<file path="src/hdl/tcqba_pkg.sv">
`timescale 1ns / 1ps
// ----------------------------------------------------------------------------
// tcqba_pkg
// Shared types and constants of the two-class transmit queue arbiter: default
// queue depths, register indexes, request and status codes, descriptor layout.
// ----------------------------------------------------------------------------
package tcqba_pkg;

	localparam int HIGH_DEPTH_DEF   = 32;
	localparam int NORMAL_DEPTH_DEF = 64;

	localparam int TAG_W  = 16;
	localparam int LEN_W  = 16;
	localparam int DESC_W = TAG_W + LEN_W;
	localparam int BURST_W = 8;
	localparam int CNT_W  = 32;
	localparam int CFG_IDX_W  = 2;
	localparam int CFG_DATA_W = 16;

	typedef logic [1:0] status_t;

	localparam status_t ST_OK        = 2'd0;
	localparam status_t ST_HIGH_FULL = 2'd1;
	localparam status_t ST_TOO_LONG  = 2'd2;

	localparam logic REQ_ENQ = 1'b0;
	localparam logic REQ_DEQ = 1'b1;

	localparam logic [CFG_IDX_W-1:0] REG_BURST_LIMIT = 2'd0;
	localparam logic [CFG_IDX_W-1:0] REG_MAX_LEN     = 2'd1;

	localparam logic [BURST_W-1:0] BURST_LIMIT_RST = 8'd8;
	localparam logic [LEN_W-1:0]   MAX_LEN_RST     = 16'd1024;

endpackage

</file>
<file path="src/hdl/tcqba_ram.sv">
`timescale 1ns / 1ps
// ----------------------------------------------------------------------------
// tcqba_ram
// Simple dual-port RAM: one write port, one read port with registered data.
// ----------------------------------------------------------------------------
module tcqba_ram #(
	parameter int WIDTH = 32,
	parameter int DEPTH = 32
) (
	input  logic                     clk,
	input  logic                     we,
	input  logic [$clog2(DEPTH)-1:0] waddr,
	input  logic [WIDTH-1:0]         wdata,
	input  logic [$clog2(DEPTH)-1:0] raddr,
	output logic [WIDTH-1:0]         rdata
);

	logic [WIDTH-1:0] mem [DEPTH];

	always_ff @(posedge clk) begin
		if (we) begin
			mem[waddr] <= wdata;
		end
		rdata <= mem[raddr];
	end

endmodule

</file>
<file path="src/hdl/two_class_tx_queue_burst_arbiter.sv">
`timescale 1ns / 1ps
// ----------------------------------------------------------------------------
// two_class_tx_queue_burst_arbiter
// Two descriptor FIFOs (high and normal) held in RAM, strict priority on
// dequeue with a burst limit that lets a waiting normal word through.
// ----------------------------------------------------------------------------
// The block takes one request word every clock cycle; busy stays low. Each
// request gives exactly one result word, shown with done for one cycle, in the
// cycle after the request was taken; the result data comes from the registered
// read port of the descriptor RAM. The receiver cannot stall the results. The drop
// counters on the result ports hold their values after the request shown.
module two_class_tx_queue_burst_arbiter #(
	parameter int HIGH_DEPTH   = tcqba_pkg::HIGH_DEPTH_DEF,
	parameter int NORMAL_DEPTH = tcqba_pkg::NORMAL_DEPTH_DEF
) (
	input  logic                            clk,
	input  logic                            arst_n,
	input  logic                            cfg_we,
	input  logic [tcqba_pkg::CFG_IDX_W-1:0] cfg_idx,
	input  logic [tcqba_pkg::CFG_DATA_W-1:0] cfg_wdata,
	input  logic                            start,
	output logic                            busy,
	input  logic                            req_type,
	input  logic                            high_class,
	input  logic [tcqba_pkg::TAG_W-1:0]     packet_tag,
	input  logic [tcqba_pkg::LEN_W-1:0]     packet_length,
	output logic                            done,
	output tcqba_pkg::status_t              status,
	output logic                            replaced_oldest,
	output logic                            granted,
	output logic                            from_high,
	output logic [tcqba_pkg::TAG_W-1:0]     out_tag,
	output logic [tcqba_pkg::LEN_W-1:0]     out_length,
	output logic [tcqba_pkg::CNT_W-1:0]     high_drop_count,
	output logic [tcqba_pkg::CNT_W-1:0]     normal_drop_count
);

	import tcqba_pkg::*;

	localparam int HAW = $clog2(HIGH_DEPTH);
	localparam int HFW = $clog2(HIGH_DEPTH + 1);
	localparam int NAW = $clog2(NORMAL_DEPTH);
	localparam int NFW = $clog2(NORMAL_DEPTH + 1);

	localparam logic [HFW:0]   H_DEP_X  = (HFW+1)'(HIGH_DEPTH);
	localparam logic [HFW-1:0] H_DEP    = HFW'(HIGH_DEPTH);
	localparam logic [HAW-1:0] H_LAST   = HAW'(HIGH_DEPTH - 1);
	localparam logic [NFW:0]   N_DEP_X  = (NFW+1)'(NORMAL_DEPTH);
	localparam logic [NFW-1:0] N_DEP    = NFW'(NORMAL_DEPTH);
	localparam logic [NAW-1:0] N_LAST   = NAW'(NORMAL_DEPTH - 1);

	logic [BURST_W-1:0] burst_limit_q;
	logic [LEN_W-1:0]   max_len_q;
	logic [HAW-1:0]     high_head_q;
	logic [HFW-1:0]     high_fill_q;
	logic [NAW-1:0]     normal_head_q;
	logic [NFW-1:0]     normal_fill_q;
	logic [BURST_W-1:0] burst_run_q;
	logic [CNT_W-1:0]   high_drops_q;
	logic [CNT_W-1:0]   normal_drops_q;

	logic    done_s1;
	status_t status_s1;
	logic    replaced_s1;
	logic    granted_s1;
	logic    from_high_s1;

	logic accept;
	logic is_enq;
	logic too_long;
	logic enq_high;
	logic enq_norm;
	logic high_full;
	logic norm_full;
	logic high_ne;
	logic norm_ne;
	logic norm_by_burst;
	logic pop_high;
	logic pop_norm;
	logic adv_norm;

	logic [HFW:0]       high_sum;
	logic [HAW-1:0]     high_tail;
	logic [NFW:0]       norm_sum;
	logic [NAW-1:0]     norm_tail;
	logic [HAW-1:0]     high_head_nx;
	logic [NAW-1:0]     normal_head_nx;
	logic [DESC_W-1:0]  desc;
	logic [DESC_W-1:0]  high_rdata;
	logic [DESC_W-1:0]  norm_rdata;
	logic [DESC_W-1:0]  grant_desc;

	assign busy   = 1'b0;
	assign accept = start && !busy;

	assign is_enq    = (req_type == REQ_ENQ);
	assign too_long  = packet_length > max_len_q;
	assign high_full = (high_fill_q == H_DEP);
	assign norm_full = (normal_fill_q == N_DEP);
	assign high_ne   = (high_fill_q != '0);
	assign norm_ne   = (normal_fill_q != '0);

	assign enq_high = accept && is_enq && !too_long && high_class;
	assign enq_norm = accept && is_enq && !too_long && !high_class;

	// After a run of burst_limit high grants a waiting normal word goes first.
	assign norm_by_burst = (burst_run_q >= burst_limit_q) && norm_ne;
	assign pop_high      = accept && !is_enq && !norm_by_burst && high_ne;
	assign pop_norm      = accept && !is_enq && (norm_by_burst || (!high_ne && norm_ne));
	// A full normal queue loses its oldest word to the new one.
	assign adv_norm      = pop_norm || (enq_norm && norm_full);

	always_comb begin
		high_sum  = {1'b0, HFW'(high_head_q)} + {1'b0, high_fill_q};
		if (high_sum >= H_DEP_X) begin
			high_sum = high_sum - H_DEP_X;
		end
		high_tail = high_sum[HAW-1:0];

		norm_sum  = {1'b0, NFW'(normal_head_q)} + {1'b0, normal_fill_q};
		if (norm_sum >= N_DEP_X) begin
			norm_sum = norm_sum - N_DEP_X;
		end
		norm_tail = norm_sum[NAW-1:0];
	end

	assign high_head_nx   = (high_head_q == H_LAST) ? '0 : high_head_q + HAW'(1);
	assign normal_head_nx = (normal_head_q == N_LAST) ? '0 : normal_head_q + NAW'(1);

	assign desc = {packet_tag, packet_length};

	tcqba_ram #(
		.WIDTH (DESC_W),
		.DEPTH (HIGH_DEPTH)
	) u_high_ram (
		.clk   (clk),
		.we    (enq_high && !high_full),
		.waddr (high_tail),
		.wdata (desc),
		.raddr (high_head_q),
		.rdata (high_rdata)
	);

	tcqba_ram #(
		.WIDTH (DESC_W),
		.DEPTH (NORMAL_DEPTH)
	) u_norm_ram (
		.clk   (clk),
		.we    (enq_norm),
		.waddr (norm_tail),
		.wdata (desc),
		.raddr (normal_head_q),
		.rdata (norm_rdata)
	);

	always_ff @(posedge clk or negedge arst_n) begin
		if (!arst_n) begin
			burst_limit_q <= BURST_LIMIT_RST;
			max_len_q     <= MAX_LEN_RST;
		end else if (cfg_we) begin
			unique case (cfg_idx)
				REG_BURST_LIMIT: burst_limit_q <= cfg_wdata[BURST_W-1:0];
				REG_MAX_LEN:     max_len_q     <= cfg_wdata[LEN_W-1:0];
				default: ;
			endcase
		end
	end

	always_ff @(posedge clk or negedge arst_n) begin
		if (!arst_n) begin
			high_head_q    <= '0;
			high_fill_q    <= '0;
			normal_head_q  <= '0;
			normal_fill_q  <= '0;
			burst_run_q    <= '0;
			high_drops_q   <= '0;
			normal_drops_q <= '0;
		end else begin
			if (enq_high && !high_full) begin
				high_fill_q <= high_fill_q + HFW'(1);
			end else if (pop_high) begin
				high_fill_q <= high_fill_q - HFW'(1);
			end
			if (pop_high) begin
				high_head_q <= high_head_nx;
			end
			if (enq_high && high_full && (high_drops_q != '1)) begin
				high_drops_q <= high_drops_q + CNT_W'(1);
			end

			if (adv_norm) begin
				normal_head_q <= normal_head_nx;
			end
			if (enq_norm && !norm_full) begin
				normal_fill_q <= normal_fill_q + NFW'(1);
			end else if (pop_norm) begin
				normal_fill_q <= normal_fill_q - NFW'(1);
			end
			if (enq_norm && norm_full && (normal_drops_q != '1)) begin
				normal_drops_q <= normal_drops_q + CNT_W'(1);
			end

			if (pop_norm) begin
				burst_run_q <= '0;
			end else if (pop_high && (burst_run_q != '1)) begin
				burst_run_q <= burst_run_q + BURST_W'(1);
			end
		end
	end

	always_ff @(posedge clk or negedge arst_n) begin
		if (!arst_n) begin
			done_s1 <= 1'b0;
		end else begin
			done_s1 <= accept;
		end
	end

	always_ff @(posedge clk) begin
		if (accept) begin
			if (is_enq && too_long) begin
				status_s1 <= ST_TOO_LONG;
			end else if (enq_high && high_full) begin
				status_s1 <= ST_HIGH_FULL;
			end else begin
				status_s1 <= ST_OK;
			end
			replaced_s1  <= enq_norm && norm_full;
			granted_s1   <= pop_high || pop_norm;
			from_high_s1 <= pop_high;
		end
	end

	assign grant_desc = !granted_s1 ? '0 : (from_high_s1 ? high_rdata : norm_rdata);

	assign done              = done_s1;
	assign status            = status_s1;
	assign replaced_oldest   = replaced_s1;
	assign granted           = granted_s1;
	assign from_high         = from_high_s1;
	assign out_tag           = grant_desc[DESC_W-1:LEN_W];
	assign out_length        = grant_desc[LEN_W-1:0];
	assign high_drop_count   = high_drops_q;
	assign normal_drop_count = normal_drops_q;

	a_high_fill_bound: assert property (@(posedge clk) disable iff (!arst_n)
		high_fill_q <= H_DEP)
		else $error("high queue fill beyond its depth");

	a_norm_fill_bound: assert property (@(posedge clk) disable iff (!arst_n)
		normal_fill_q <= N_DEP)
		else $error("normal queue fill beyond its depth");

	a_one_pop: assert property (@(posedge clk) disable iff (!arst_n)
		!(pop_high && pop_norm))
		else $error("both queues popped for one request");

	a_grant_clean: assert property (@(posedge clk) disable iff (!arst_n)
		done && granted |-> status == ST_OK && !replaced_oldest)
		else $error("grant word carries enqueue status");

	a_high_grant: assert property (@(posedge clk) disable iff (!arst_n)
		pop_high |=> done && granted && from_high)
		else $error("high pop not shown as a high grant");

endmodule

</file>
<file path="config.mk">
export PLATFORM = sky130hd
export DESIGN_NAME = two_class_tx_queue_burst_arbiter
export DESIGN_NICKNAME = d
export VERILOG_FILES = /design/src/hdl/tcqba_pkg.sv /design/src/hdl/tcqba_ram.sv /design/src/hdl/two_class_tx_queue_burst_arbiter.sv
export SDC_FILE = /design/constraint.sdc
export NUM_CORES = 2
export LEC_CHECK = 0
export ABC_AREA = 1
export ABC_CLOCK_PERIOD_IN_PS = 12900
export BUFFER_PORTS_ARGS = -buffer_cell sky130_fd_sc_hd__buf_2
export CAP_MARGIN = 25
export CELL_PAD_IN_SITES_DETAIL_PLACEMENT = 0
export CELL_PAD_IN_SITES_GLOBAL_PLACEMENT = 1
export CORE_MARGIN = 2
export CORE_UTILIZATION = 56
export CTS_BUF_LIST = sky130_fd_sc_hd__clkbuf_2
export DETAILED_ROUTE_END_ITERATION = 16
export PLACE_DENSITY_LB_ADDON = 0.12
export SYNTH_ARGS = -nofsm -noshare
export SYNTH_HDL_FRONTEND = slang
export SYNTH_HIERARCHICAL = 1
export SYNTH_SLANG_ARGS = --single-unit
</file>
<file path="constraint.sdc">
create_clock -name clk -period 12.9 [get_ports clk]
set_input_delay 1.29 -clock clk [delete_from_list [all_inputs] [get_ports clk]]
set_output_delay 1.29 -clock clk [all_outputs]
set_load 0.01 [all_outputs]
</file>
==> metrics.md <==
| Metric | Value |
|---|---|
| Status | `complete, no violations` |
| FFs w/ async S/R, synth | `3.71%` |
| Synth-to-layout area growth | `9.07%` |
| Clock Skew | `0.170 ns` |
| Worst skew pair latency | `2.05 ns` |
| All-layer global routing usage | `32.6%` |
| Hold path start | `start` |
| Mapped Cells | `11400` |
| Routability-driven placement congestion ratio | `0.930` |
| Placed cells | `14200` |
| First-pass GRT wire length | `578000 um` |
| Die X | `493 um` |
| Pre-Repair DR Iteration Count | `6` |
| Highest clock rate | `166 MHz` |
| Crit-path slowest cell | `nor2_4` |
| Syn Std Cell Area | `134000 um2` |
| Vias in the first global route | `86700` |
| Fin cells | `15800` |
| Die Span Y | `493 um` |
| Final Hold Fails | `0` |
| Cell row count | `179` |
| Cell type with the largest total area after synthesis | `edfxtp_1` |
| Post-synth EDFFs | `3077` |
| RR Endpoint | `u_norm_ram/mem[22][14]` |
| Static leakage | `54.6 nW` |
| Crit path capture | `u_norm_ram/mem[22][14]` |
| Remaining antenna violation count after routing | `0` |
| Mean area per synthesized cell | `11.7 um2` |
| Seq/Total Area, Yosys | `72.3%` |
| Crit-path cells | `buf_4 -> inv_1 -> fa_1 -> o21ai_0 -> xor2_1 -> nand3_1 -> nor2_4` |
| Clk buf depth | `4` |
| Yosys top cell area share | `69.1%` |
| Post-synthesis register bit count | `3262` |
| Critical Path RT | `14.41 ns` |
| Worst slew pin tran | `1.33 ns` |
| CTS tree | `yes` |
| CTS sink count | `3262` |
| Reg2reg setup slack | `6.87 ns` |
| Worst hold stages | `2` |
| Synth top area cells | `edfxtp_1 (69%), nand2_1 (11%), nand3_1 (10%)` |
| CP Max Fanout | `75` |
| Crit end category | `flop` |
| Worst Setup Start Kind | `flop` |
| Fillers | `19200` |
| Clock transition at path regs | `0.10 ns` |
| WP data arrival | `7.55 ns` |
| Fin nets | `12100` |
| Worst-case reg-to-reg path depth | `7` |
| Commonest cells post-synth | `nand2_1 (4013), edfxtp_1 (3077), nand3_1 (2723), buf_2 (369), nor2_1 (227)` |
| Worst IR Drop VDD | `0.187 mV` |
| Reg2reg start | `normal_head_q[1]` |
| Mapped Nets | `11600` |
| WL/cell | `25.5 um` |
| Pin count of the biggest net entering global routing | `201` |
| Vias | `92700` |
| Total Routed Length | `403000 um` |
| CTS H-tree lvls | `6` |
| Final Cycle Share | `46.8%` |
| Core area | `238000 um2` |
| IO Count | `159` |
| Syn. warnings | `6` |
| Distinct cells, synth | `52` |
| DR vias/cell | `5.88` |
| Most common cell in the netlist | `nand2_1` |
| Endpoints failing setup | `0` |
| Hold Crit Class | `in2reg` |
| Setup_tns | `0 ns` |
| Max Slew Vio Count | `0` |
| Main flop type after synthesis | `edfxtp_1` |
| RSZ-0062 raised after global routing | `no` |
| Power per cell area | `209 nW/um2` |
| PortBufs | `157` |
| Relative slew slack | `11.5%` |
| CP peak stage delay | `1.13 ns` |
| Share of layout cells above drive strength 1 | `13.9%` |
| Drt drc | `0` |
| Beginning of the critical path | `normal_head_q[1]` |
| Overflow after GRT | `0` |
| Max Cap Viol | `0` |
| Root buffer cell | `clkbuf_2` |
| Initial DRC count | `12200` |
| Initial antenna violation count | `21` |
| CP Class | `reg2reg` |
| Final HPWL DP | `231000 um` |
| Number of CTS-inserted buffers | `809` |
| Die area | `243000 um2` |
| Initial core utilization | `56.3%` |
| Crit path time final | `6.03 ns` |
==> layer usage <==
metal,part of all wire (%),vias up,global-route usage [%]
met5,0.0057,-,0
met2,46,5001,48.9
met1,39,45300,45.7
met3,10,692,7.44
met4,4.4,4,14.8
li1,-,41700,-
==> state kept, by name, indices dropped and copies added (netlist names), 2 cells and up <==
signal / count
normal_head_q: 6
high_head_q: 5
high_fill_q: 6
burst_limit_q: 8
u_high_ram/rdata: 32
normal_drop_count: 32
high_drop_count: 32
u_norm_ram/mem: 2048
burst_run_q: 8
max_len_q: 16
normal_fill_q: 7
status: 2
u_high_ram/mem: 1024
u_norm_ram/rdata: 32
==> layout make-up <==
cell class	instances	area [um2]	area share, %
antenna	23	57.6	0.0395
clock buffer	1196	5990	4.10
clock inverter	197	1080	0.742
inverter	145	608	0.417
multi-input combinational	7346	33200	22.7
sequential	3262	96700	66.3
tap	3167	3960	2.72
timing repair buffer	439	4230	2.90
==> layout by cell type, fill, tap and decap left out, types with 13 or more instances in the layout <==
| cell | n |
|---|---|
| nand2_1 | 4013 |
| edfxtp_1 | 3077 |
| nand3_1 | 2723 |
| clkbuf_2 | 1196 |
| clkinv_1 | 145 |
| buf_4 | 142 |
| nor2_1 | 139 |
| inv_1 | 132 |
| buf_2 | 124 |
| dfrtp_1 | 110 |
| dlygate4sd3_1 | 95 |
| nor2_4 | 92 |
| o21ai_0 | 76 |
| xor2_1 | 68 |
| dfxtp_1 | 64 |
| ha_1 | 48 |
| buf_12 | 48 |
| a21oi_1 | 36 |
| nor3_1 | 29 |
| nand4_1 | 27 |
| diode_2 | 23 |
| xnor2_1 | 18 |
| buf_16 | 18 |
| inv_2 | 15 |
| nor4_1 | 14 |
| clkinv_2 | 13 |
==> what timing repair did <==
| action | CTS | global route |
|---|---|---|
| hold endpoints to repair | 1751 | 0 |
| gates resized for setup | 0 | 0 |
| buffers inserted | 0 | 0 |
| endpoints found under the setup margin | 0 | 0 |
| hold buffers | 96 | 0 |
==> per-stage QoR <==
step                      power (mW)  util, %  hold slack [ns]  setup WS (ns)  instance area [um2]
after floorplan                 19.4        -            0.453           6.46               134000
after global placement          23.5     57.4            0.469           6.84               136000
after detailed placement        23.6     57.6            0.475           6.89               137000
after CTS                       30.3     61.0           0.0153           6.86               145000
after global routing            31.9     61.4            0.112           6.72               146000
final                           30.5     61.4            0.285           6.87               146000
==> worst max-delay path, delay by kind of cell (launching register included) <==
kind	cells	cell delay, ns
adder cells (fa/ha/maj)	1	0.49
XOR/XNOR	1	0.72
flip-flops	1	1.08
AO/OA/AOI/OAI	1	0.22
AND/OR/NAND/NOR	2	2.06
buffers and inverters	2	0.97
==> cell families after synthesis <==
group,share of synthesized area [%]
and+or+nand+nor,22.7
DFF,72.3
buffers and inverters,3.39
AOI/OAI and AO/OA,0.555
xor gates and xnor gates,0.563
adders and majority gates,0.509
other,0.00280
==> where the power goes <==
group	internal (mW)	switching, mW
sequential	12.0	0.443
clock	2.64	4.06
combinational	2.66	8.65
total	17.3	13.2
==> worst min-delay path by stage <==
| stage | endpoint |
|---|---|
| floorplan | burst_limit_q[1] |
| global placement | burst_limit_q[2] |
| detailed placement | max_len_q[6] |
| CTS | status[0] |
| global route | granted |
| finish | status[1] |
Note: power is estimated with default switching activity, not from simulation.
